--- config.mk ---
export PLATFORM = sky130hd
export DESIGN_NAME = wsr_datapath
export DESIGN_NICKNAME = d
export VERILOG_FILES = /design/src/design/wsr_pkg.sv /design/src/design/wsr_ram.sv /design/src/design/wsr_datapath.sv
export SDC_FILE = /design/constraint.sdc
export NUM_CORES = 1
export LEC_CHECK = 0
export BUFFER_PORTS_ARGS = -buffer_cell sky130_fd_sc_hd__buf_2
export CAP_MARGIN = 20
export CORE_MARGIN = 3
export CORE_UTILIZATION = 45
export CTS_BUF_LIST = sky130_fd_sc_hd__clkbuf_8
export CTS_CLUSTER_DIAMETER = 60
export CTS_CLUSTER_SIZE = 10
export DETAILED_ROUTE_END_ITERATION = 8
export PLACE_DENSITY_LB_ADDON = 0.1
export SLEW_MARGIN = 20
export SYNTH_ARGS = -nofsm -noshare
export SYNTH_HDL_FRONTEND = slang
export SYNTH_SLANG_ARGS = --single-unit
--- constraint.sdc ---
create_clock -name clk -period 6.41 [get_ports clk]
set_input_delay 0.641 -clock clk [delete_from_list [all_inputs] [get_ports clk]]
set_output_delay 0.641 -clock clk [all_outputs]
set_load 0.05 [all_outputs]
--- src/design/wsr_pkg.sv ---
`timescale 1ns / 1ps
// Package for the whole-word search and replace block.
// Holds widths, character codes, register indexes, state and command types.
// Used by every module of the design but wsr_ram; depends on nothing.
package wsr_pkg;

    localparam int MAX_WORD  = 64;
    localparam int WORD_AW   = $clog2(MAX_WORD);
    localparam int CHAR_W    = 8;
    localparam int LEN_W     = 7;
    localparam int SUM_W     = 8;
    localparam int CFG_W     = 64;
    localparam int CFG_IDX_W = 3;
    localparam int TERM_MAX  = 8;
    localparam int CAP_LIMIT = 64;
    localparam int LEN_SAT   = 127;

    localparam logic [CHAR_W-1:0] CHAR_SPACE = 8'h20;
    localparam logic [CHAR_W-1:0] CHAR_DOT   = 8'h2E;

    localparam logic [CFG_IDX_W-1:0] REG_SEARCH_WORD    = 3'd0;
    localparam logic [CFG_IDX_W-1:0] REG_SEARCH_LENGTH  = 3'd1;
    localparam logic [CFG_IDX_W-1:0] REG_REPLACE_WORD   = 3'd2;
    localparam logic [CFG_IDX_W-1:0] REG_REPLACE_LENGTH = 3'd3;
    localparam logic [CFG_IDX_W-1:0] REG_CAPACITY       = 3'd4;

    typedef enum logic [2:0] {
        ST_IDLE,
        ST_PREP,
        ST_WORD,
        ST_SPACE,
        ST_END
    } wsr_state_t;

    typedef enum logic [1:0] {
        OUT_NONE,
        OUT_WORD,
        OUT_SPACE,
        OUT_END
    } wsr_out_kind_t;

    typedef struct packed {
        logic          take_char;
        logic          take_sep;
        wsr_out_kind_t load_kind;
    } wsr_cmd_t;

    typedef struct packed {
        logic is_sep;
        logic is_dot;
        logic word_fits;
        logic word_empty;
        logic last_idx;
        logic out_free;
        logic em_space;
        logic em_dot;
    } wsr_status_t;

endpackage

--- src/design/wsr_ram.sv ---
`timescale 1ns / 1ps
// Generic single-write, single-read RAM with a registered read port.
// Stand-alone; no package needed.
module wsr_ram #(
    parameter int WIDTH = 8,
    parameter int DEPTH = 64
) (
    input  logic                     clk,
    input  logic                     we,
    input  logic [$clog2(DEPTH)-1:0] waddr,
    input  logic [WIDTH-1:0]         wdata,
    input  logic [$clog2(DEPTH)-1:0] raddr,
    output logic [WIDTH-1:0]         rdata
);

    logic [WIDTH-1:0] mem [DEPTH];
    logic [WIDTH-1:0] rdata_reg;

    always_ff @(posedge clk)
    begin
        if (we)
        begin
            mem[waddr] <= wdata;
        end
        rdata_reg <= mem[raddr];
    end

    assign rdata = rdata_reg;

endmodule

--- src/design/wsr_datapath.sv ---
`timescale 1ns / 1ps
// Datapath: configuration registers, word store, match tracking, output counting
// and the result register. Depends on wsr_pkg and wsr_ram.
module wsr_datapath
    import wsr_pkg::*;
(
    input  logic                 clk,
    input  logic                 rst_n,
    input  logic                 cfg_write,
    input  logic [CFG_IDX_W-1:0] cfg_index,
    input  logic [CFG_W-1:0]     cfg_data,
    input  logic [CHAR_W-1:0]    in_char,
    input  wsr_cmd_t             cmd,
    output wsr_status_t          status,
    output logic                 out_valid,
    input  logic                 out_ready,
    output logic [CHAR_W-1:0]    out_char,
    output logic                 has_char,
    output logic                 last,
    output logic                 overflow
);

    // Configuration registers.
    logic [CFG_W-1:0] search_word_reg;
    logic [3:0]       search_length_reg;
    logic [CFG_W-1:0] replace_word_reg;
    logic [3:0]       replace_length_reg;
    logic [6:0]       capacity_reg;

    // Per-word and per-string state.
    logic [LEN_W-1:0] word_length_reg;
    logic             in_word_reg;
    logic             mismatch_reg;
    logic [LEN_W-1:0] output_count_reg;
    logic             overflow_seen_reg;

    // Latched decision for the word being emitted.
    logic             em_match_reg;
    logic [LEN_W-1:0] em_len_reg;
    logic             em_space_reg;
    logic             em_dot_reg;
    logic             em_ovf_reg;
    logic [WORD_AW-1:0] idx_reg;

    // Result register.
    logic              out_valid_reg;
    logic [CHAR_W-1:0] out_char_reg;
    logic              has_char_reg;
    logic              last_reg;
    logic              overflow_reg;

    logic [3:0]        slen;
    logic [3:0]        rlen;
    logic [6:0]        cap;
    logic              is_space;
    logic              is_dot;
    logic              match;
    logic [LEN_W-1:0]  wlen;
    logic [SUM_W-1:0]  need;
    logic              too_long;
    logic              fail;
    logic              fits;
    logic [CHAR_W-1:0] search_byte;
    logic              char_mismatch;
    logic [CHAR_W-1:0] replace_byte;
    logic [CHAR_W-1:0] store_q;
    logic              store_we;
    logic [WORD_AW-1:0] store_raddr;
    logic              out_free;

    assign slen = (search_length_reg > 4'(TERM_MAX)) ? 4'(TERM_MAX) : search_length_reg;
    assign rlen = (replace_length_reg > 4'(TERM_MAX)) ? 4'(TERM_MAX) : replace_length_reg;
    assign cap  = (capacity_reg > 7'(CAP_LIMIT)) ? 7'(CAP_LIMIT) : capacity_reg;

    assign is_space = (in_char == CHAR_SPACE);
    assign is_dot   = (in_char == CHAR_DOT);

    assign match = !mismatch_reg && (slen != 4'd0) && (word_length_reg == LEN_W'(slen));
    assign wlen  = match ? LEN_W'(rlen) : word_length_reg;
    assign need  = SUM_W'(output_count_reg) + SUM_W'(wlen) + SUM_W'(is_space) + SUM_W'(1);
    assign too_long = !match && (word_length_reg > LEN_W'(MAX_WORD));
    assign fail  = too_long || (need > SUM_W'(cap));
    assign fits  = in_word_reg && !overflow_seen_reg && !fail;

    // Only the first eight positions can match; later ones are caught by slen.
    assign search_byte   = search_word_reg[{word_length_reg[2:0], 3'b000} +: CHAR_W];
    assign char_mismatch = (word_length_reg >= LEN_W'(slen)) || (search_byte != in_char);
    assign replace_byte  = replace_word_reg[{idx_reg[2:0], 3'b000} +: CHAR_W];

    assign out_free = !out_valid_reg || out_ready;

    assign store_we    = cmd.take_char && (word_length_reg < LEN_W'(MAX_WORD));
    // Look one entry ahead while a character leaves, so the read keeps pace.
    assign store_raddr = (cmd.load_kind == OUT_WORD) ? idx_reg + WORD_AW'(1) : idx_reg;

    wsr_ram #(
        .WIDTH (CHAR_W),
        .DEPTH (MAX_WORD)
    ) u_store (
        .clk   (clk),
        .we    (store_we),
        .waddr (word_length_reg[WORD_AW-1:0]),
        .wdata (in_char),
        .raddr (store_raddr),
        .rdata (store_q)
    );

    always_ff @(posedge clk or negedge rst_n)
    begin
        if (!rst_n)
        begin
            search_word_reg    <= '0;
            search_length_reg  <= 4'd1;
            replace_word_reg   <= '0;
            replace_length_reg <= 4'd0;
            capacity_reg       <= 7'd50;
        end
        else if (cfg_write)
        begin
            unique case (cfg_index)
                REG_SEARCH_WORD:    search_word_reg    <= cfg_data;
                REG_SEARCH_LENGTH:  search_length_reg  <= cfg_data[3:0];
                REG_REPLACE_WORD:   replace_word_reg   <= cfg_data;
                REG_REPLACE_LENGTH: replace_length_reg <= cfg_data[3:0];
                REG_CAPACITY:       capacity_reg       <= cfg_data[6:0];
                default:            ;
            endcase
        end
    end

    always_ff @(posedge clk or negedge rst_n)
    begin
        if (!rst_n)
        begin
            word_length_reg   <= '0;
            in_word_reg       <= 1'b0;
            mismatch_reg      <= 1'b0;
            output_count_reg  <= '0;
            overflow_seen_reg <= 1'b0;
        end
        else if (cmd.take_char)
        begin
            if (word_length_reg != LEN_W'(LEN_SAT))
            begin
                word_length_reg <= word_length_reg + LEN_W'(1);
            end
            in_word_reg <= 1'b1;
            if (char_mismatch)
            begin
                mismatch_reg <= 1'b1;
            end
        end
        else if (cmd.take_sep)
        begin
            word_length_reg <= '0;
            in_word_reg     <= 1'b0;
            mismatch_reg    <= 1'b0;
            if (is_dot)
            begin
                output_count_reg  <= '0;
                overflow_seen_reg <= 1'b0;
            end
            else if (fits)
            begin
                output_count_reg <= output_count_reg + wlen + LEN_W'(1);
            end
            else if (in_word_reg)
            begin
                overflow_seen_reg <= 1'b1;
            end
        end
    end

    always_ff @(posedge clk)
    begin
        if (cmd.take_sep)
        begin
            em_match_reg <= match;
            em_len_reg   <= wlen;
            em_space_reg <= fits && is_space;
            em_dot_reg   <= is_dot;
            em_ovf_reg   <= overflow_seen_reg || (in_word_reg && fail);
        end
    end

    always_ff @(posedge clk or negedge rst_n)
    begin
        if (!rst_n)
        begin
            idx_reg <= '0;
        end
        else if (cmd.take_sep)
        begin
            idx_reg <= '0;
        end
        else if (cmd.load_kind == OUT_WORD)
        begin
            idx_reg <= idx_reg + WORD_AW'(1);
        end
    end

    always_ff @(posedge clk or negedge rst_n)
    begin
        if (!rst_n)
        begin
            out_valid_reg <= 1'b0;
        end
        else if (cmd.load_kind != OUT_NONE)
        begin
            out_valid_reg <= 1'b1;
        end
        else if (out_ready)
        begin
            out_valid_reg <= 1'b0;
        end
    end

    always_ff @(posedge clk)
    begin
        unique case (cmd.load_kind)
            OUT_WORD:
            begin
                out_char_reg <= em_match_reg ? replace_byte : store_q;
                has_char_reg <= 1'b1;
                last_reg     <= 1'b0;
                overflow_reg <= 1'b0;
            end
            OUT_SPACE:
            begin
                out_char_reg <= CHAR_SPACE;
                has_char_reg <= 1'b1;
                last_reg     <= 1'b0;
                overflow_reg <= 1'b0;
            end
            OUT_END:
            begin
                out_char_reg <= '0;
                has_char_reg <= 1'b0;
                last_reg     <= 1'b1;
                overflow_reg <= em_ovf_reg;
            end
            OUT_NONE:
            begin
                out_char_reg <= out_char_reg;
            end
            default:
            begin
                out_char_reg <= out_char_reg;
            end
        endcase
    end

    assign status.is_sep     = is_space || is_dot;
    assign status.is_dot     = is_dot;
    assign status.word_fits  = fits;
    assign status.word_empty = (wlen == '0);
    assign status.last_idx   = ((LEN_W'(idx_reg) + LEN_W'(1)) == em_len_reg);
    assign status.out_free   = out_free;
    assign status.em_space   = em_space_reg;
    assign status.em_dot     = em_dot_reg;

    assign out_valid = out_valid_reg;
    assign out_char  = out_char_reg;
    assign has_char  = has_char_reg;
    assign last      = last_reg;
    assign overflow  = overflow_reg;

endmodule

## After elaboration in Yosys (flattened, before gate mapping)

Memory sizes are Yosys's and may differ from the RTL's. A register that Yosys moved wholly into a read port is not among the register bits.
Cells that the tools add are included.
W data, S select, Z words.

| cells by class | value |
|---|---|
| $add $sub $neg | 8 |
| order comparisons | 7 |
| eq/ne operators | 16 |
| shift operators | 2 |
| multiplexer cells | 27 |
| bitwise gates (word level) | 1 |
| reduce and logical (&&, ||, !) cells | 38 |

Operators by type and width:

| cell | count |
|---|---|
| $shiftx A64 B7 Y8 | 2 |
| $mux W7 | 7 |
| $pmux W8 S3 | 1 |
| $eq A8 B6 Y1 const B | 2 |
| $add A7 B1 Y7 const B | 2 |
| $gt A7 B7 Y1 const B | 2 |
| $reduce_and A2 Y1 | 7 |
| $mux W6 | 2 |
| $reduce_bool A2 Y1 | 6 |
| $mux W1 | 11 |
| $add A7 B7 Y8 | 1 |
| $add A8 B1 Y8 | 1 |
| $add A8 B1 Y8 const B | 1 |
| $gt A4 B4 Y1 const B | 2 |
| $gt A8 B7 Y1 | 1 |
| $logic_and A1 B1 Y1 | 8 |
| $mux W4 | 2 |
| $mux W8 | 1 |
| $ne A8 B8 Y1 | 1 |
| $add A6 B1 Y7 const B | 1 |
| $add A7 B7 Y7 | 1 |
| $eq A7 B4 Y1 | 1 |
| $eq A7 B7 Y1 | 1 |
| $ge A7 B4 Y1 | 1 |
| other kinds (21) | 34 |

| storage, ports and cells | value |
|---|---|
| register bits after elaboration | 189 |
| bits in writable memories | 512 |
| input port bits | 83 |
| output and inout port bits | 20 |
| word-level logic and storage cells | 121 |
| memories kept | 1 |

Memory list:

| memory | words | width | rd ports | clocked after Yosys merged registers in | write ports | RTL line | text |
|---|---|---|---|---|---|---|---|
| u_store.mem | 64 | 8 | 1 | 1 | 1 | wsr_ram.sv:16 | `logic [WIDTH-1:0] mem [DEPTH];` |

## Logic depth before layout (Yosys ltp)

| depth | value |
|---|---|
| word-level depth | 15 |
| depth in mapped cells | 28 |
| depth with buffers taken out | 26 |

## By module

Synthesis repeated with hierarchy kept, for this count alone.

| second synthesis, totals | value |
|---|---|
| cells, all modules | 1625 |
| area total of the unflattened synthesis | 29543.3 um2 |

Modules (own cells, without submodules):

| module | instances | cells each | area an instance (um2) | sequential area each (um2) |
|---|---|---|---|---|
| wsr_ram | 1 | 940 | 20166.8 | 15534.9 |
| wsr_datapath | 1 | 685 | 9376.5 | 4844.6 |

## Worst setup path before layout

Ideal clock, no wire load.

| timing | value |
|---|---|
| path type | reg-to-output |
| start point | register word_length_reg[6] |
| end point | output status[5] (netlist name) |
| arrival | 4.731 ns |
| required time | 5.769 ns |
| slack | 1.038 ns |
| stages on the path, launching flop included | 25 |
| path buffers | 3 |
| cells stage by stage | dfrtp_1 > or3_1 > or2_2 > or3_1 > clkbuf_2 > o21a_1 > ha_1 > inv_1 > fa_1 > ha_1 > inv_1 > a21oi_1 > o21ai_0 > nand2b_1 > a21o_1 > a21oi_1 > xnor2_1 > ha_1 > a21oi_1 > a21o_1 > a31oi_1 > a221o_1 > clkbuf_1 > nor2_1 > buf_4 |

| on the way | value |
|---|---|
| cells in the longest elaborated chain, start to end | 10 |
| elaborated cells between the ends (all ways) | 13 |
| those cells by class | 3 x add/sub; 2 x order compare; 1 x eq/ne; 1 x mux; 6 x reduce/logical |

Ends and longest elaborated chain:

| item | RTL line | text |
|---|---|---|
| start: declaration | wsr_datapath.sv:31 | `logic [LEN_W-1:0] word_length_reg;` |
| start signal: assignment | wsr_datapath.sv:145 | `word_length_reg <= word_length_reg + LEN_W'(1);` |
| $eq A7 B4 Y1 | wsr_datapath.sv:78 | `assign match = !mismatch_reg && (slen != 4'd0) && (word_length_reg == LEN_W'(slen));` |
| $logic_and A1 B1 Y1 | wsr_datapath.sv:78 |  |
| $mux W7 | wsr_datapath.sv:79 | `assign wlen = match ? LEN_W'(rlen) : word_length_reg;` |
| $add A7 B7 Y8 | wsr_datapath.sv:80 | `assign need = SUM_W'(output_count_reg) + SUM_W'(wlen) + SUM_W'(is_space) + SUM_W'(1);` |
| $add A8 B1 Y8 (2 in a row) | wsr_datapath.sv:80 |  |
| $gt A8 B7 Y1 | wsr_datapath.sv:82 | `assign fail = too_long \|\| (need > SUM_W'(cap));` |
| $logic_or A1 B1 Y1 * | wsr_datapath.sv:82 |  |
| $logic_not A1 Y1 * | wsr_datapath.sv:83 | `assign fits = in_word_reg && !overflow_seen_reg && !fail;` |
| $logic_and A1 B1 Y1 * | wsr_datapath.sv:83 |  |
| end: declaration | wsr_datapath.sv:14 | `output wsr_status_t status,` |

Mark *: on every way between the ends. The rest lies on a longest branch, timed or not.

==> results.py <==
metrics = {
    "synthesis": {
        "synthTopCellsByArea": "edfxtp_1 (53%), dfrtp_1 (14%), mux4_2 (6.2%), mux2_2 (5.5%), mux2i_1 (2.9%)",
        "synth-seq-area-share_pct": 67.9,
        "yosys.area_share.adder_pct": 1.50,
        "synth_common_cells": "edfxtp_1 (534), dfrtp_1 (163), mux2_2 (147), nand2_1 (143), nor2_1 (117)",
        "synth_cell_type_count": 72,
        "yosysWarnings": 0,
        "synth_top_family_by_area": "multiplexers",
        "synth_seq_cells": 709,
        "synth_compound_area_share_pct": 6.33,
        "synthCells": 1925,
        "yosysMostFrequentCell": "edfxtp_1",
        "synth_top_area_share_pct": 53.4,
        "synth_area_sq_mm": 0.0300,
        "synth-xor-area-share_pct": 1.16,
        "synth_edf_count": 534,
        "async_flop_share_pct": 23.6,
        "synthFlopType": "edfxtp_1",
        "synthMuxAreaShare_pct": 14.6,
        "yosys.area.top_type": "edfxtp_1",
        "synth.avg_cell_area_sq_um": 15.6,
        "yosys.area_share.simple_pct": 6.41,
        "syn-num-nets": 2041,
    },
    "finish": {
        "multi_input_area_sq_mm": 0.00913,
        "drive_gt1_share_pct": 24.5,
        "largest_register_ffs": 512,
        "fin_area_sq_mm": 0.0332,
        "seq_area_sq_mm": 0.0204,
        "fillers": 5604,
        "area_growth_pct": 10.5,
        "final_nets": 2174,
        "fin_cells": 2990,
        "finalCoreUtilization_pct": 50.4,
    },
    "placed_design": {
        "place_ws_ps": 735,
        "finalWeightedCongestion": 0.822,
        "dpl.hpwl_um": 52400,
        "dpl.cell_count": 2833,
        "port_buffers": 102,
        "placed_cell_area_sq_mm": 0.0316,
    },
    "routing": {
        "wirelength_um": 81400,
        "drc": 0,
        "first_pass_iters": 5,
        "drt-initial-drc-count": 1767,
        "wl_per_cell_um": 27.2,
        "vias": 17605,
        "avgViaCountPerCell": 5.89,
        "antenna_left": 0,
    },
    "sta": {
        "worst_hold_slack_ps": 36.7,
        "final_hold_viol_count": 0,
        "finalMaxSlewViolations": 0,
        "worstMarginPinSlew_ps": 1180,
        "fin_worst_skew_ps": 40.2,
        "worst_slack_ps": 375,
        "fin_tns_setup_ps": 0,
        "timing.final.crit_period_ps": 6040,
        "fin_crit_sh_pct": 94.2,
        "slew_headroom_pct": 20.8,
        "max_freq_mhz": 166,
        "setup_viol": 0,
    },
    "clocking": {
        "insertion_delay_ps": 700,
        "cts_root_buf": "clkbuf_8",
        "cts_sinks": 709,
        "ctsHoldBuffers": 0,
        "path_clk_slew_ps": 70,
        "clockBufferDepth": 3,
        "cts_max_level": 3,
        "cts_tree": "done",
        "cts-buffers-inserted": 83,
    },
    "setup_path": {
        "cp.arrival_ps": 5390,
        "reg2reg_to": "output_count_reg[0]$_DFFE_PN0P_",
        "cp-start-kind": "flip-flop",
        "critical_path_required_ps": 5770,
        "rrSetupSlack_ps": 1460,
        "end_kind": "output port",
        "endpoint": "status[5]",
        "r2r-start": "search_length_reg[3]$_DFFE_PN0P_",
        "critPathKind": "reg -> out",
        "startpoint": "search_length_reg[3]$_DFFE_PN0P_",
        "critPathMaxFanout": 11,
        "worst_r2r_path_depth": 27,
    },
    "min_path": {
        "min_path_type": "in -> async",
    },
    "die": {
        "num_rows": 94,
        "die_h_um": 264,
        "die_area_sq_mm": 0.0698,
        "die_w_um": 264,
        "start_util_pct": 45.6,
        "core_sq_mm": 0.0659,
        "ios": 103,
    },
    "power_and_ir_drop": {
        "ir_drop_mv": 0.182,
        "power_density_mw_per_mm2": 306,
        "total_power_mw": 10.1,
        "p_leak_nw": 11.7,
    },
    "grt": {
        "grt_pass1_vias": 18060,
        "grt_util_all_layers_pct": 23.4,
        "grt_max_degree": 92,
        "grt_first_pass_wirelength_um": 120000,
        "antenna_found_initial": 13,
        "grt.overflow.total": 0,
    },
    "flow_run": {
        "maxCapViolations": 0,
    },
    "outcome": {
        "status": "completed",
    },
}
placed cells by master (no fill, tap or decap), types with 10 or more instances in the layout:
cell / netlist / final
clkbuf_8: 0 / 86
edfxtp_1: 534 / 534
a221oi_1: 18 / 18
nor2_1: 117 / 115
a31oi_1: 17 / 17
o22ai_1: 18 / 16
mux2_2: 147 / 147
buf_2: 29 / 100
xnor2_1: 22 / 22
a22oi_1: 61 / 61
nand2b_1: 13 / 13
dfrtp_1: 163 / 161
nand3b_1: 10 / 10
nand4_1: 12 / 12
mux4_2: 82 / 82
nand3_1: 64 / 64
o21ai_0: 31 / 30
mux2i_1: 87 / 86
a21oi_1: 50 / 47
buf_4: 17 / 56
nand2_1: 143 / 143
ha_1: 28 / 27
nor3_1: 19 / 18
inv_1: 22 / 73
what timing repair did:
| item | CTS | global route |
|---|---|---|
| resized for setup | 2 | 11 |
| pin swaps | 0 | 4 |
| setup endpoints to repair | 1 | 1 |
| setup buffers | 0 | 4 |
per-layer routing:
layer | track usage, % | part of all wire [%] | vias up
met3 | 5.97 | 8.5 | 143
met4 | 8.89 | 3.5 | 8
met5 | 0 | 0.058 | -
li1 | - | - | 7740
met2 | 36.9 | 47 | 643
met1 | 31.6 | 41 | 9071
kinds of logic after synthesis:
kind of cell,Yosys count
flip-flops,709
multiplexers,316
adder cells (fa/ha/maj),33
XOR/XNOR,35
AND/OR/NAND/NOR,421
buffers and inverters,136
AO/OA/AOI/OAI,275
report_power, final:
part / total, mW / internal, mW / leakage, nW / switching [mW]
Combinational: 1.80 / 0.784 / 3.90 / 1.01
Clock: 2.96 / 1.33 / 0.952 / 1.63
Sequential: 5.38 / 5.23 / 6.90 / 0.158
Total: 10.1 / 7.35 / 11.7 / 2.80
worst max-delay path: stages (launching register included):
cell,delay (ps)
dfrtp_1,410
inv_2,90
nand2_1,100
ha_4,280
nand4_1,100
or3_4,450
nand2_1,80
o21a_1,130
ha_1,150
inv_1,60
fa_1,530
ha_1,200
inv_1,70
a21oi_1,60
o21ai_1,120
nand2b_1,90
a21o_1,200
a21oi_2,150
xnor2_1,90
ha_1,310
nand3_1,110
nor2_1,110
a21o_1,90
a31oi_1,40
a221o_1,290
buf_6,150
nor2_2,90
buf_6,170
worst min path at each step:
stage | start | endpoint | slack, ps | cells after the start
finish | rst_n | search_word_reg[63]$_DFFE_PN0P_ | 40 | 1
global placement | replace_word_reg[48]$_DFFE_PN0P_ | replace_word_reg[48]$_DFFE_PN0P_ | 480 | 1
detailed placement | replace_word_reg[52]$_DFFE_PN0P_ | replace_word_reg[52]$_DFFE_PN0P_ | 490 | 1
global route | rst_n | search_word_reg[63]$_DFFE_PN0P_ | 90 | 1
CTS | rst_n | search_word_reg[63]$_DFFE_PN0P_ | 20 | 1
floorplan | rst_n | capacity_reg[0]$_DFFE_PN0P_ | 350 | 0
final cells by class:
cell class                 count  area share, %
clock inverter                62          0.969
inverter                      24          0.272
timing repair buffer         160           2.94
tap                          864           3.26
multi-input combinational   1080           27.5
clock buffer                  86           3.57
sequential                   709           61.4
antenna                        5         0.0377
No activity file was read; power rests on OpenSTA's default activity.
