$ cat src/design/wsr_pkg.sv
`timescale 1ns / 1ps
// Package for the whole-word search and replace block.
// Holds widths, character codes, register indexes, state and command types.
// Used by every module of the design but wsr_ram; depends on nothing.
package wsr_pkg;

    localparam int MAX_WORD  = 64;
    localparam int WORD_AW   = $clog2(MAX_WORD);
    localparam int CHAR_W    = 8;
    localparam int LEN_W     = 7;
    localparam int SUM_W     = 8;
    localparam int CFG_W     = 64;
    localparam int CFG_IDX_W = 3;
    localparam int TERM_MAX  = 8;
    localparam int CAP_LIMIT = 64;
    localparam int LEN_SAT   = 127;

    localparam logic [CHAR_W-1:0] CHAR_SPACE = 8'h20;
    localparam logic [CHAR_W-1:0] CHAR_DOT   = 8'h2E;

    localparam logic [CFG_IDX_W-1:0] REG_SEARCH_WORD    = 3'd0;
    localparam logic [CFG_IDX_W-1:0] REG_SEARCH_LENGTH  = 3'd1;
    localparam logic [CFG_IDX_W-1:0] REG_REPLACE_WORD   = 3'd2;
    localparam logic [CFG_IDX_W-1:0] REG_REPLACE_LENGTH = 3'd3;
    localparam logic [CFG_IDX_W-1:0] REG_CAPACITY       = 3'd4;

    typedef enum logic [2:0] {
        ST_IDLE,
        ST_PREP,
        ST_WORD,
        ST_SPACE,
        ST_END
    } wsr_state_t;

    typedef enum logic [1:0] {
        OUT_NONE,
        OUT_WORD,
        OUT_SPACE,
        OUT_END
    } wsr_out_kind_t;

    typedef struct packed {
        logic          take_char;
        logic          take_sep;
        wsr_out_kind_t load_kind;
    } wsr_cmd_t;

    typedef struct packed {
        logic is_sep;
        logic is_dot;
        logic word_fits;
        logic word_empty;
        logic last_idx;
        logic out_free;
        logic em_space;
        logic em_dot;
    } wsr_status_t;

endpackage

$ cat src/design/wsr_ctrl.sv
`timescale 1ns / 1ps
// Controller: sequences character intake, word emission, space and end marker.
// Depends on wsr_pkg for the state, command and status types.
module wsr_ctrl
    import wsr_pkg::*;
(
    input  logic        clk,
    input  logic        rst_n,
    input  logic        in_valid,
    output logic        in_ready,
    input  wsr_status_t status,
    output wsr_cmd_t    cmd
);

    wsr_state_t state_reg;
    wsr_state_t state_next;

    always_ff @(posedge clk or negedge rst_n)
    begin
        if (!rst_n)
        begin
            state_reg <= ST_IDLE;
        end
        else
        begin
            state_reg <= state_next;
        end
    end

    always_comb
    begin
        state_next = state_reg;
        unique case (state_reg)
            ST_IDLE:
            begin
                if (in_valid && status.is_sep)
                begin
                    priority if (status.word_fits && !status.word_empty)
                        state_next = ST_PREP;
                    else if (status.word_fits && !status.is_dot)
                        state_next = ST_SPACE;
                    else if (status.is_dot)
                        state_next = ST_END;
                    else
                        state_next = ST_IDLE;
                end
            end
            // Waits for the first store read to come out of the registered RAM read port.
            ST_PREP:
            begin
                state_next = ST_WORD;
            end
            ST_WORD:
            begin
                if (status.out_free && status.last_idx)
                begin
                    priority if (status.em_space)
                        state_next = ST_SPACE;
                    else if (status.em_dot)
                        state_next = ST_END;
                    else
                        state_next = ST_IDLE;
                end
            end
            ST_SPACE:
            begin
                if (status.out_free)
                begin
                    state_next = status.em_dot ? ST_END : ST_IDLE;
                end
            end
            ST_END:
            begin
                if (status.out_free)
                begin
                    state_next = ST_IDLE;
                end
            end
            default:
            begin
                state_next = ST_IDLE;
            end
        endcase
    end

    always_comb
    begin
        in_ready      = 1'b0;
        cmd.take_char = 1'b0;
        cmd.take_sep  = 1'b0;
        cmd.load_kind = OUT_NONE;
        unique case (state_reg)
            ST_IDLE:
            begin
                in_ready      = 1'b1;
                cmd.take_char = in_valid && !status.is_sep;
                cmd.take_sep  = in_valid && status.is_sep;
            end
            ST_PREP:
            begin
                cmd.load_kind = OUT_NONE;
            end
            ST_WORD:
            begin
                cmd.load_kind = status.out_free ? OUT_WORD : OUT_NONE;
            end
            ST_SPACE:
            begin
                cmd.load_kind = status.out_free ? OUT_SPACE : OUT_NONE;
            end
            ST_END:
            begin
                cmd.load_kind = status.out_free ? OUT_END : OUT_NONE;
            end
            default:
            begin
                cmd.load_kind = OUT_NONE;
            end
        endcase
    end

endmodule

$ cat config.mk
export PLATFORM = sky130hd
export DESIGN_NAME = wsr_ctrl
export DESIGN_NICKNAME = d
export VERILOG_FILES = /design/src/design/wsr_pkg.sv /design/src/design/wsr_ctrl.sv
export SDC_FILE = /design/constraint.sdc
export NUM_CORES = 1
export LEC_CHECK = 0
export BUFFER_PORTS_ARGS = -buffer_cell sky130_fd_sc_hd__buf_2
export CAP_MARGIN = 20
export CORE_AREA = 2 2 39 41
export DETAILED_ROUTE_END_ITERATION = 7
export DIE_AREA = 0 0 41 43
export PLACE_DENSITY = 0.48
export SETUP_SLACK_MARGIN = 0.4
export SYNTH_ARGS = -nofsm -noshare
export SYNTH_HDL_FRONTEND = slang
export SYNTH_SLANG_ARGS = --single-unit
$ cat constraint.sdc
create_clock -name clk -period 1.3 [get_ports clk]
set_input_delay 0.195 -clock clk [delete_from_list [all_inputs] [get_ports clk]]
set_output_delay 0.195 -clock clk [all_outputs]
set_load 0.02 [all_outputs]
After elaboration in Yosys (flattened, before gate mapping) --
Index checks and enable logic that the tools add are counted.
Word-level totals: bits in registers 3, input port bits 11, output and inout bits 5, logic and storage cells 35
Operators by class: equal/unequal tests 8, muxes and demuxes 16, reduce and logical (&&, ||, !) cells 10
Operators with widths (number):
- $mux 3 | 9
- $pmux 3 s5 | 1
- $ne 2x2->1 const B | 4
- $eq 3x2->1 const B | 2
- $mux 2 | 3
- $pmux 2 s3 | 1
- $logic_and 1x1->1 | 5
- $reduce_and 4->1 | 1
- $eq 3x1->1 const B | 1
- $eq 3x3->1 const B | 1
- $logic_not 1->1 | 3
- $logic_not 3->1 | 1
- $mux 1 | 2

Longest topological paths before layout --
Gate-level depths: netlist (run 1).
depth in word-level cells 6, gate-level depth with buffers 4, gate-level depth less buffers 3

Least setup slack after synthesis (run 1) --
Ideal clock, no wire load.
kind register to output, from register state_reg[1], to output cmd[3] (netlist name), arrival time 1.223 ns, data required time 1.105 ns, slack -0.118 ns, stages on the path, launching flop included 4, buffers on the path 1, cell sequence dfrtp_1 > buf_6 > nor3_2 > and3b_1
RTL lines:
- start: declaration | line wsr_ctrl.sv:15 | wsr_state_t state_reg;
- start signal: assignment | line wsr_ctrl.sv:26 | state_reg <= state_next;
- end: declaration | line wsr_ctrl.sv:12 | output wsr_cmd_t cmd

==> metrics.md, run 1 <==
| Metric | Value |
|---|---|
| Status | `complete, but fails checks` |
| Failing checks | `setup timing` |
| Post-detail-place hpwl | `roughly 640 um` |
| Routed vias/inst | `roughly 4.7` |
| RSZ-0062 raised after global routing | `yes` |
| Post-DP Area | `approximately 460 um^2` |
| WL per Instance | `around 12 um` |
| Setup Viol. Count Final | `7` |
| Cts bufs inserted | `3` |
| Fin. max-slew vios | `0` |
| Met3 Use GR | `0.0366` |
| # placed instances | `70` |
| Number of antenna diodes | `0` |
| Hold Path Origin | `status[2]` |
| GPL Wtd Cong | `0.831` |
| DIE HEIGHT | `~43 um` |
| Worst skew pair latency | `about 0.23 ns` |
| Worst Setup End Kind | `primary output` |
| Area of the multi-input gates | `275 um^2` |
| Worst Hold Path EP | `state_reg[2]` |
| Final Net Count | `77` |
| Syn_nets | `46` |
| Rows | `14` |
| Layout area overhead | `102%` |
| Crit path time final | `1.41 ns` |
| Seq/Total Area, Yosys | `0.251` |
| Synth cell types | `24` |
| Pleak | `0.282 nW` |
| # clock sinks | `3` |
| Htree depth | `1` |
| Worst endpoint data arrival time | `between 1 and 1.5 ns` |
| Starting Density | `0.216` |
| R2R Setup Slk | `-0.10 ns` |
| Die ar. | `roughly 1800 um^2` |
| WP data required | `~1.1 ns` |
| FMAX | `between 700 and 800 MHz` |
| Worst Setup Start Kind | `flop` |
| Worst setup path startpoint | `state_reg[1]` |
| Most used cells in the layout excluding fill and tap cells | `buf_2, buf_4, buf_6` |
| GRT Overall Usage | `0.129` |
| Fill count | `~160` |
| Yosys reg bits | `3` |
| Vias in the first global route | `358` |
| VDD IR max | `0.898 mV` |
| Number of nets with antenna violations after routing | `0` |
| Core ar. | `about 1400 um^2` |
| Yosys warnings | `0` |
| Crit path kind | `reg -> out` |
| Mapped Area | `about 300 um^2` |
| Drt pass-1 iters | `4` |
| Die Wd | `roughly 41 um` |
| Cell Count, Final, Fillers Out | `81` |
| Final Hold Violating Endpoints | `0` |
| Clock Skew | `approximately 0.0021 ns` |
| Worst Setup Slack, final | `-0.114 ns` |
| CTS tree | `yes` |
| PortBufs | `15` |
| Busiest grt layer | `met2` |
| Overflow after GRT | `0` |
| Hold depth | `2` |
| Mean post-synth cell area | `8.54 um^2` |
| Clock Tree Buf Depth | `2` |
| R2R depth | `7` |
| Cells after Synth | `35` |
| Slew @ Worst Pin | `~0.18 ns` |
| Met2 global-route usage | `0.184` |
| Initial DRC count | `3` |
| Slew Limit Headroom | `0.877` |
| DRC viols | `0` |
| Routed WL | `roughly 980 um` |
| Max reg flops | `3` |
| Vias post-DR | `about 380` |
| Global-route wire length before repair | `1470 um` |
| Max-cap violation count | `0` |
| RR Startpoint | `state_reg[1]` |
| Clock Pin Slew Worst Setup and Hold Paths | `around 0.040 ns` |
| Register area | `slightly below 80 um^2` |
| Fraction of layout cells with a size suffix above 1 | `0.754` |
| Root Driver | `clkbuf_4` |
| Initial antenna violation count | `0` |
| Worst r2r dst | `state_reg[0]` |
| Period utilisation layout | `1.09` |
| Worst-path maximum fanout | `6` |
| Met1 usage | `0.152` |
| Post-route cell area | `just over 600 um^2` |
| Largest net degree at the start of global routing | `7` |
| Number of top-level pins | `16` |
| Hold WC Path Type | `in -> reg` |
| Pwr/cell area | `around 2300 nW/um^2` |
==> worst max-delay path, cell delays in order, from the launching register on <==
cell and delay [ns]:
dfrtp_2 0.45, nor3_4 0.21, and3b_2 0.21, buf_6 0.11
==> metrics by stage <==
| stage | setup slack, ns | total power (W) | utilization | hold slack, ns | setup TNS (ns) |
|---|---|---|---|---|---|
| final | -0.114 | 0.00137 | 0.436 | 0.268 | -0.606 |
| after global placement | 0.0522 | 0.000880 | 0.329 | -0.00767 | 0 |
| after CTS | -0.118 | 0.00126 | 0.404 | 0.242 | -0.551 |
| after floorplan | 0.0611 | 0.000667 | - | -0.101 | 0 |
| after detailed placement | 0.00949 | 0.000881 | 0.329 | -0.00865 | 0 |
| after global routing | -0.178 | 0.00147 | 0.436 | 0.269 | -0.987 |
==> where the power goes <==
group / total, W / internal [W] / switching, W / leakage, nW
Combinational: 0.000972 / 0.000582 / 0.000390 / 0.232
Clock: 0.000164 / 0.000115 / 0.0000486 / 0.0150
Sequential: 0.000239 / 0.000141 / 0.0000980 / 0.0351
==> final cells by class <==
type | instances | share of cell area
flip-flops and latches | 3 | 0.131
clock buffers | 4 | 0.0436
multi-input cells | 31 | 0.456
repair buffers | 27 | 0.336
well taps | 16 | 0.0332
==> cells by family after synthesis <==
kind of cell,share of synthesized area
xor gates and xnor gates,0.0293
buffers and inverters,0.0377
AOI/OAI and AO/OA,0.280
and+or+nand+nor,0.402
DFF,0.251
==> routing by layer <==
layer  share of wire  vias to the layer above  routed length [um]
li1                -                      192                   -
met1            0.43                      172                 424
met2            0.50                       12                 491
met3           0.048                        2                  47
met4           0.016                        0                  16
met5               0                        -                   0
==> cells in the mapped netlist <==
cell type | instances | area (um^2)
nand2_1 | 5 | 18.8
dfrtp_1 | 3 | 75.1
nor2b_1 | 3 | 18.8
and3b_1 | 2 | 17.5
nand2b_1 | 2 | 12.5
o21ai_0 | 2 | 10.0
a211o_1 | 1 | 8.76
a21bo_2 | 1 | 10.0
a21boi_1 | 1 | 7.51
a21oi_2 | 1 | 8.76
a32o_1 | 1 | 10.0
a32oi_1 | 1 | 8.76
and2_1 | 1 | 6.26
and3_1 | 1 | 6.26
buf_6 | 1 | 11.3
nand3b_1 | 1 | 7.51
nand4_1 | 1 | 6.26
nor2_1 | 1 | 3.75
nor3_1 | 1 | 5.00
nor3_2 | 1 | 10.0
nor3b_1 | 1 | 7.51
o211ai_1 | 1 | 7.51
o22ai_2 | 1 | 12.5
xnor2_1 | 1 | 8.76
==> how the worst max path moves through the flow <==
stage	cells past startpoint	slack [ns]	end
4_1_cts	3	-0.12	cmd[2]
5_1_grt	3	-0.18	cmd[3]
2_1_floorplan	2	0.06	cmd[3]
3_5_place_dp	4	0.009	state_reg[2]
6_report	3	-0.11	cmd[3]
3_3_place_gp	4	0.05	state_reg[2]
==> timing repair <==
item	in CTS	in global routing
buffers inserted	5	1
endpoints found under the setup margin	8	8
resized for setup	12	9
hold buffers	1	0
hold endpoints to repair	3	0
pin swaps	2	2
Power figures use the tool's default switching activity.
==> inputs of run 2 (changes only) <==
==> constraint.sdc (replaced) <==
create_clock -name clk -period 1.3 [get_ports clk]
set_input_delay 0.13 -clock clk [delete_from_list [all_inputs] [get_ports clk]]
set_output_delay 0.13 -clock clk [all_outputs]
set_load 0.02 [all_outputs]
==> run 2 against run 1 <==
Compared with the run above:
- the flow still finishes with violations (setup timing)
- final area fell by 4.1%
- non-clock buffer count fell by 2
- count of clock-buffer cells in the layout did not move
- clock power barely moved
- register-to-register slack improved by 0.10 ns
- sequential power fell by 4%
- clock skew rose by 0.0013 ns
- routed wire length fell by 4.6%
- critical path type unchanged
- largest cell class unchanged
==> metrics.md, run 2 (same netlist as run 1, synthesis figures left out) <==
| Metric | Value |
|---|---|
| Status | `complete, but fails checks (unchanged)` |
| Failing checks | `setup timing (unchanged)` |
| Slew Limit Headroom | `0.842 (was 0.877)` |
| Register area | `78.8 um^2 (unchanged)` |
| Worst-path maximum fanout | `4 (was 6)` |
| VDD IR max | `1.05 mV (was 0.898 mV)` |
| RR Startpoint | `state_reg[1] (unchanged)` |
| Fin. max-slew vios | `0 (unchanged)` |
| Pleak | `0.262 nW (was 0.282 nW)` |
| Worst r2r dst | `state_reg[2] (was state_reg[0])` |
| Total power | `0.00129 W (was 0.00137 W)` |
| WP data required | `1.17 ns (was 1.11 ns)` |
| CTS tree | `yes (unchanged)` |
| Largest net degree at the start of global routing | `7 (unchanged)` |
| CP endpoint | `cmd[0] (was cmd[3])` |
| Fill count | `142 (was 155)` |
| Worst skew pair latency | `0.23 ns (about the same)` |
| Vias post-DR | `380 (was 378)` |
| Top delay family on crit path | `flip-flops (unchanged)` |
| WP depth | `4 (was 3)` |
| PortBufs | `15 (unchanged)` |
| Number of nets with antenna violations after routing | `0 (unchanged)` |
| Overflow after GRT | `0 (unchanged)` |
| Max-cap violation count | `0 (unchanged)` |
| Core ar. | `1380 um^2 (unchanged)` |
| Root Driver | `clkbuf_4 (unchanged)` |
| RSZ-0062 raised after global routing | `yes (unchanged)` |
| Hold WC Path Type | `in -> reg (unchanged)` |
| Htree depth | `1 (unchanged)` |
| Worst Setup Start Kind | `flop (unchanged)` |
| Area of the multi-input gates | `272 um^2 (was 275 um^2)` |
| Clock Tree Buf Depth | `2 (unchanged)` |
| Clock Pin Slew Worst Setup and Hold Paths | `0.04 ns (about the same)` |
| WHS | `0.183 ns (was 0.268 ns)` |
| R2R Setup Slk | `0 ns (was -0.10 ns)` |
| Starting Density | `0.216 (unchanged)` |
| Final Hold Violating Endpoints | `0 (unchanged)` |
| Worst endpoint data arrival time | `1.26 ns (was 1.22 ns)` |
| Drt pass-1 iters | `2 (was 4)` |
| # clock sinks | `3 (unchanged)` |
| Setup Viol. Count Final | `5 (was 7)` |
| Slew @ Worst Pin | `0.237 ns (was 0.184 ns)` |
| Setup tns final | `-0.310 ns (was -0.606 ns)` |
| Die ar. | `1760 um^2 (unchanged)` |
| Crit path time final | `1.39 ns (was 1.41 ns)` |
| Worst Setup Slack, final | `-0.0865 ns (was -0.114 ns)` |
| Worst Setup End Kind | `primary output (unchanged)` |
| Routed WL | `934 um (was 979 um)` |
| Crit path top cell by count | `buf_4` |
| DRC viols | `0 (unchanged)` |
| Max reg flops | `3 (unchanged)` |
| Die Wd | `41 um (unchanged)` |
| Final Core Density | `0.418 (was 0.436)` |
| Rows | `14 (unchanged)` |
| Fraction of layout cells with a size suffix above 1 | `0.714 (was 0.754)` |
| Clock Skew | `0.00339 ns (was 0.00212 ns)` |
| GPL Wtd Cong | `0.732 (was 0.831)` |
| FMAX | `721 MHz (was 707 MHz)` |
| Post-DP Area | `418 um^2 (was 455 um^2)` |
| Most used cells in the layout excluding fill and tap cells | `buf_2, buf_4, buf_6 (unchanged)` |
| Buf+Inv Stages, Crit Path | `2 (was 1)` |
| Routed vias/inst | `4.81 (was 4.67)` |
| Post-detail-place hpwl | `620 um (was 641 um)` |
| Slowest cell delay on critical path | `0.43 ns (was 0.45 ns)` |
| Worst setup path startpoint | `state_reg[1] (unchanged)` |
| Global-route wire length before repair | `1470 um (unchanged)` |
| DIE HEIGHT | `43 um (unchanged)` |
| Number of antenna diodes | `0 (unchanged)` |
| Initial DRC count | `1 (was 3)` |
| Post-route cell area | `578 um^2 (was 603 um^2)` |
| Crit path kind | `reg -> out (unchanged)` |
| Pwr/cell area | `2230 nW/um^2 (was 2280 nW/um^2)` |
| R2R depth | `5 (was 7)` |
| Most common cell after layout, fill and taps aside | `buf_2` |
| Period utilisation layout | `1.07 (was 1.09)` |
| CP cell instances | `buf_4 > xnor2_1 > nor3b_2 > buf_4 (was nor3_4 > and3b_2 > buf_6)` |
| Layout area overhead | `93.3% (was 102%)` |
| Vias in the first global route | `365 (was 358)` |
| Number of top-level pins | `16 (unchanged)` |
| WL per Instance | `11.8 um (was 12.1 um)` |
| CP max stage cell | `dfrtp_2 (unchanged)` |
| Cts bufs inserted | `3 (unchanged)` |
| Initial antenna violation count | `0 (unchanged)` |
| Final Net Count | `75 (was 77)` |
| GRT Overall Usage | `0.130 (was 0.129)` |
[run 2: cell types whose count changed in the layout (fill, tap and decap cells not counted), sizes merged]
cell  before  now
buf       26   24
[run 2: how the worst min path moves through the flow]
stage                    from           end  cells past startpoint
floorplan               rst_n  state_reg[0]                      0
global placement        rst_n  state_reg[1]                      1
detailed placement      rst_n  state_reg[1]                      1
CTS                 status[2]  state_reg[2]                      2
global route        status[2]  state_reg[2]                      2
finish              status[2]  state_reg[2]                      2
[run 2: layout make-up]
| type | count | share of cell area |
|---|---|---|
| Tap cell | 16 | 0.0346 |
| Clock buffer | 4 | 0.0455 |
| Multi-Input combinational cell | 31 | 0.470 |
| Sequential cell | 3 | 0.136 |
| Timing Repair Buffer | 25 | 0.314 |
[run 2: what timing repair did]
| item | CTS | global route |
|---|---|---|
| pin swaps | 4 | 2 |
| endpoints found under the hold margin | 3 | 0 |
| hold buffers | 1 | 0 |
| setup endpoints to repair | 8 | 8 |
| gates resized for setup | 15 | 2 |
| buffers inserted | 8 | 1 |
[run 2: worst reg2reg max path: stages, from the launching register on]
cell,delay (ns)
dfrtp_2,0.43
buf_6,0.14
buf_6,0.11
nand3b_1,0.17
a211o_1,0.29
o22ai_2,0.09
[run 2: per-layer routing]
| layer | vias to the layer above | global-route usage | wire length [um] |
|---|---|---|---|
| met1 | 180 | 0.146 | 373 |
| met3 | 2 | 0.0471 | 42 |
| met5 | - | 0 | 0 |
| li1 | 188 | - | - |
| met4 | 0 | 0.100 | 15 |
| met2 | 10 | 0.188 | 502 |
[run 2: report_power, final]
group	switching, W	leakage (nW)	internal (W)
Clock	0.0000480	0.0150	0.000115
Combinational	0.000379	0.211	0.000519
Sequential	0.0000887	0.0351	0.000141
[run 2: stage by stage]
step                setup WS (ns)  instances
finish                    -0.0865         79
detailed placement        0.00223         65
global placement           0.0168         65
floorplan                   0.126         35
global route               -0.138         79
CTS                       -0.0855         78
==> inputs of run 3 (changes only) <==
--- a/config.mk
+++ b/config.mk
@@ -11,6 +11,7 @@
 export DETAILED_ROUTE_END_ITERATION = 7
 export DIE_AREA = 0 0 41 43
 export PLACE_DENSITY = 0.48
+export RECOVER_POWER = 25
 export SETUP_SLACK_MARGIN = 0.4
 export SYNTH_ARGS = -nofsm -noshare
 export SYNTH_HDL_FRONTEND = slang
==> run 3 against run 2 <==
Compared with the run above:
- the run still ends with setup timing left
- clock power barely moved
- die area did not move
- worst hold slack did not move
- register-to-register slack barely moved
- combinational power barely moved
- count of clock-buffer cells in the layout did not move
- critical path type unchanged
==> metrics.md, run 3 (same netlist as run 1, synthesis figures left out) <==
| Metric | Value |
|---|---|
| Max-cap violation count | `0 (unchanged)` |
| # clock sinks | `3 (unchanged)` |
| Pleak | `0.259 nW (was 0.262 nW)` |
| Period utilisation layout | `1.07 (about the same)` |
| Busiest grt layer | `met2 (unchanged)` |
| DRC viols | `0 (unchanged)` |
| Sequential power share | `0.178 (about the same)` |
| Cts bufs inserted | `3 (unchanged)` |
| Fill count | `143 (was 142)` |
| Worst Setup Start Kind | `flop (unchanged)` |
| Rows | `14 (unchanged)` |
| Setup Viol. Count Final | `5 (unchanged)` |
| Comb power frac | `0.696 (about the same)` |
| Die ar. | `1760 um^2 (unchanged)` |
| Pwr/cell area | `2240 nW/um^2 (was 2230 nW/um^2)` |
| Starting Density | `0.216 (unchanged)` |
| Vias in the first global route | `365 (unchanged)` |
| Routed vias/inst | `4.81 (unchanged)` |
| Most common cell after layout, fill and taps aside | `buf_2 (unchanged)` |
| DIE HEIGHT | `43 um (unchanged)` |
| Met3 Use GR | `0.0471 (unchanged)` |
| Failing checks | `setup timing (unchanged)` |
| Met2 global-route usage | `0.188 (unchanged)` |
| Internal Pwr Total | `0.000775 W (was 0.000776 W)` |
| GRT Overall Usage | `0.130 (unchanged)` |
| Final Hold Violating Endpoints | `0 (unchanged)` |
| Clock Pin Slew Worst Setup and Hold Paths | `0.04 ns (about the same)` |
| Root Driver | `clkbuf_4 (unchanged)` |
| Post-detail-place hpwl | `620 um (unchanged)` |
| Overflow after GRT | `0 (unchanged)` |
| Area of the multi-input gates | `272 um^2 (unchanged)` |
| Sw frac | `0.399 (about the same)` |
| VDD IR max | `1.05 mV (about the same)` |
| Final Net Count | `75 (unchanged)` |
| Hold WC Path Type | `in -> reg (unchanged)` |
| Register area | `78.8 um^2 (unchanged)` |
| Crit path time final | `1.39 ns (about the same)` |
| Worst endpoint data arrival time | `1.26 ns (about the same)` |
| Drt pass-1 iters | `2 (unchanged)` |
| Worst Setup Slack, final | `-0.0865 ns (about the same)` |
| Layout area overhead | `92.9% (was 93.3%)` |
| Worst skew pair latency | `0.23 ns (about the same)` |
| Initial DRC count | `1 (unchanged)` |
| Routed WL | `934 um (unchanged)` |
| Initial antenna violation count | `0 (unchanged)` |
| Fin. max-slew vios | `0 (unchanged)` |
| Die Wd | `41 um (unchanged)` |
| Slew @ Worst Pin | `0.237 ns (unchanged)` |
| Largest net degree at the start of global routing | `7 (unchanged)` |
| Final Core Density | `0.417 (was 0.418)` |
| Switch Pwr | `0.000516 W (about the same)` |
| DP Worst Slack | `0.00223 ns (unchanged)` |
| Number of nets with antenna violations after routing | `0 (unchanged)` |
| Worst Setup End Kind | `primary output (unchanged)` |
| Max reg flops | `3 (unchanged)` |
| Core ar. | `1380 um^2 (unchanged)` |
| Worst-path maximum fanout | `4 (unchanged)` |
| RSZ-0062 raised after global routing | `yes (unchanged)` |
| Global-route wire length before repair | `1470 um (unchanged)` |
| Setup tns final | `-0.310 ns (about the same)` |
| Status | `complete, but fails checks (unchanged)` |
| FMAX | `721 MHz (about the same)` |
| CTS tree | `yes (unchanged)` |
| Clock Tree Buf Depth | `2 (unchanged)` |
| Htree depth | `1 (unchanged)` |
| Fraction of layout cells with a size suffix above 1 | `0.698 (was 0.714)` |
| Number of antenna diodes | `0 (unchanged)` |
| WL per Instance | `11.8 um (unchanged)` |
| Vias post-DR | `380 (unchanged)` |
| Number of top-level pins | `16 (unchanged)` |
| Slew Limit Headroom | `0.842 (unchanged)` |
| Met1 usage | `0.146 (unchanged)` |
| Crit path kind | `reg -> out (unchanged)` |
| Clock Skew | `0.00339 ns (about the same)` |
| PortBufs | `15 (unchanged)` |
| Most used cells in the layout excluding fill and tap cells | `buf_2, buf_4, buf_6 (unchanged)` |
| Clk pwr share | `0.126 (about the same)` |
| WP data required | `1.17 ns (about the same)` |
| GPL Wtd Cong | `0.732 (unchanged)` |
## run 3: cell count changes in the layout (fill, tap and decap cells not counted), sizes merged
cell,delta
buf,-1
clkbuf,+1
## run 3: cell type report
type / count / share of cell area
repair buffers: 25 / 0.312
multi-input cells: 31 / 0.471
clock buffers: 4 / 0.0456
flip-flops and latches: 3 / 0.137
well taps: 16 / 0.0347
## run 3: final timing paths
check / from / to / slack, ns / cells past startpoint
hold / removal: status[2] / state_reg[2] / 0.18 / 2
setup reg to reg: state_reg[1] / state_reg[2] / 0 / 5
min in group asynchronous: rst_n / state_reg[0] / 0.24 / 2
max in group asynchronous: rst_n / state_reg[1] / 0.89 / 2
setup / recovery: state_reg[1] / cmd[0] / -0.09 / 4
hold reg to reg: state_reg[1] / state_reg[2] / 0.68 / 3
## run 3: per-layer routing
| metal | vias to the layer above | part of all wire |
|---|---|---|
| met2 | 10 | 0.54 |
| li1 | 188 | - |
| met4 | 0 | 0.016 |
| met3 | 2 | 0.045 |
| met1 | 180 | 0.40 |
| met5 | - | 0 |
## run 3: stage by stage
stage / instances / total power [W] / hold slack, ns / area (um^2)
global route: 79 / 0.00137 / 0.195 / 577
floorplan: 35 / 0.000667 / -0.166 / 334
finish: 79 / 0.00129 / 0.183 / 577
global placement: 65 / 0.000773 / -0.0726 / 418
CTS: 78 / 0.00122 / 0.177 / 563
detailed placement: 65 / 0.000773 / -0.0705 / 418
## run 3: critical path: stages (launching register included)
cell and delay (ns):
dfrtp_2 0.43, buf_4 0.16, xnor2_1 0.13, nor3b_2 0.15, buf_4 0.15
## run 3: repair_timing
action | 4_1_cts | 5_1_grt
hold endpoints to repair | 3 | 0
setup endpoints to repair | 8 | 8
gates resized for setup | 15 | 2
pin swaps | 4 | 2
hold buffers | 1 | 0
buffers inserted | 8 | 1
## run 3: power by group through the flow
stage | combinational (W) | clock (W) | sequential (W)
finish | 0.000898 | 0.000163 | 0.000230
global route | 0.000951 | 0.000182 | 0.000238
global placement | 0.000513 | 0 | 0.000260
detailed placement | 0.000514 | 0 | 0.000259
floorplan | 0.000467 | 0 | 0.000200
CTS | 0.000826 | 0.000172 | 0.000222
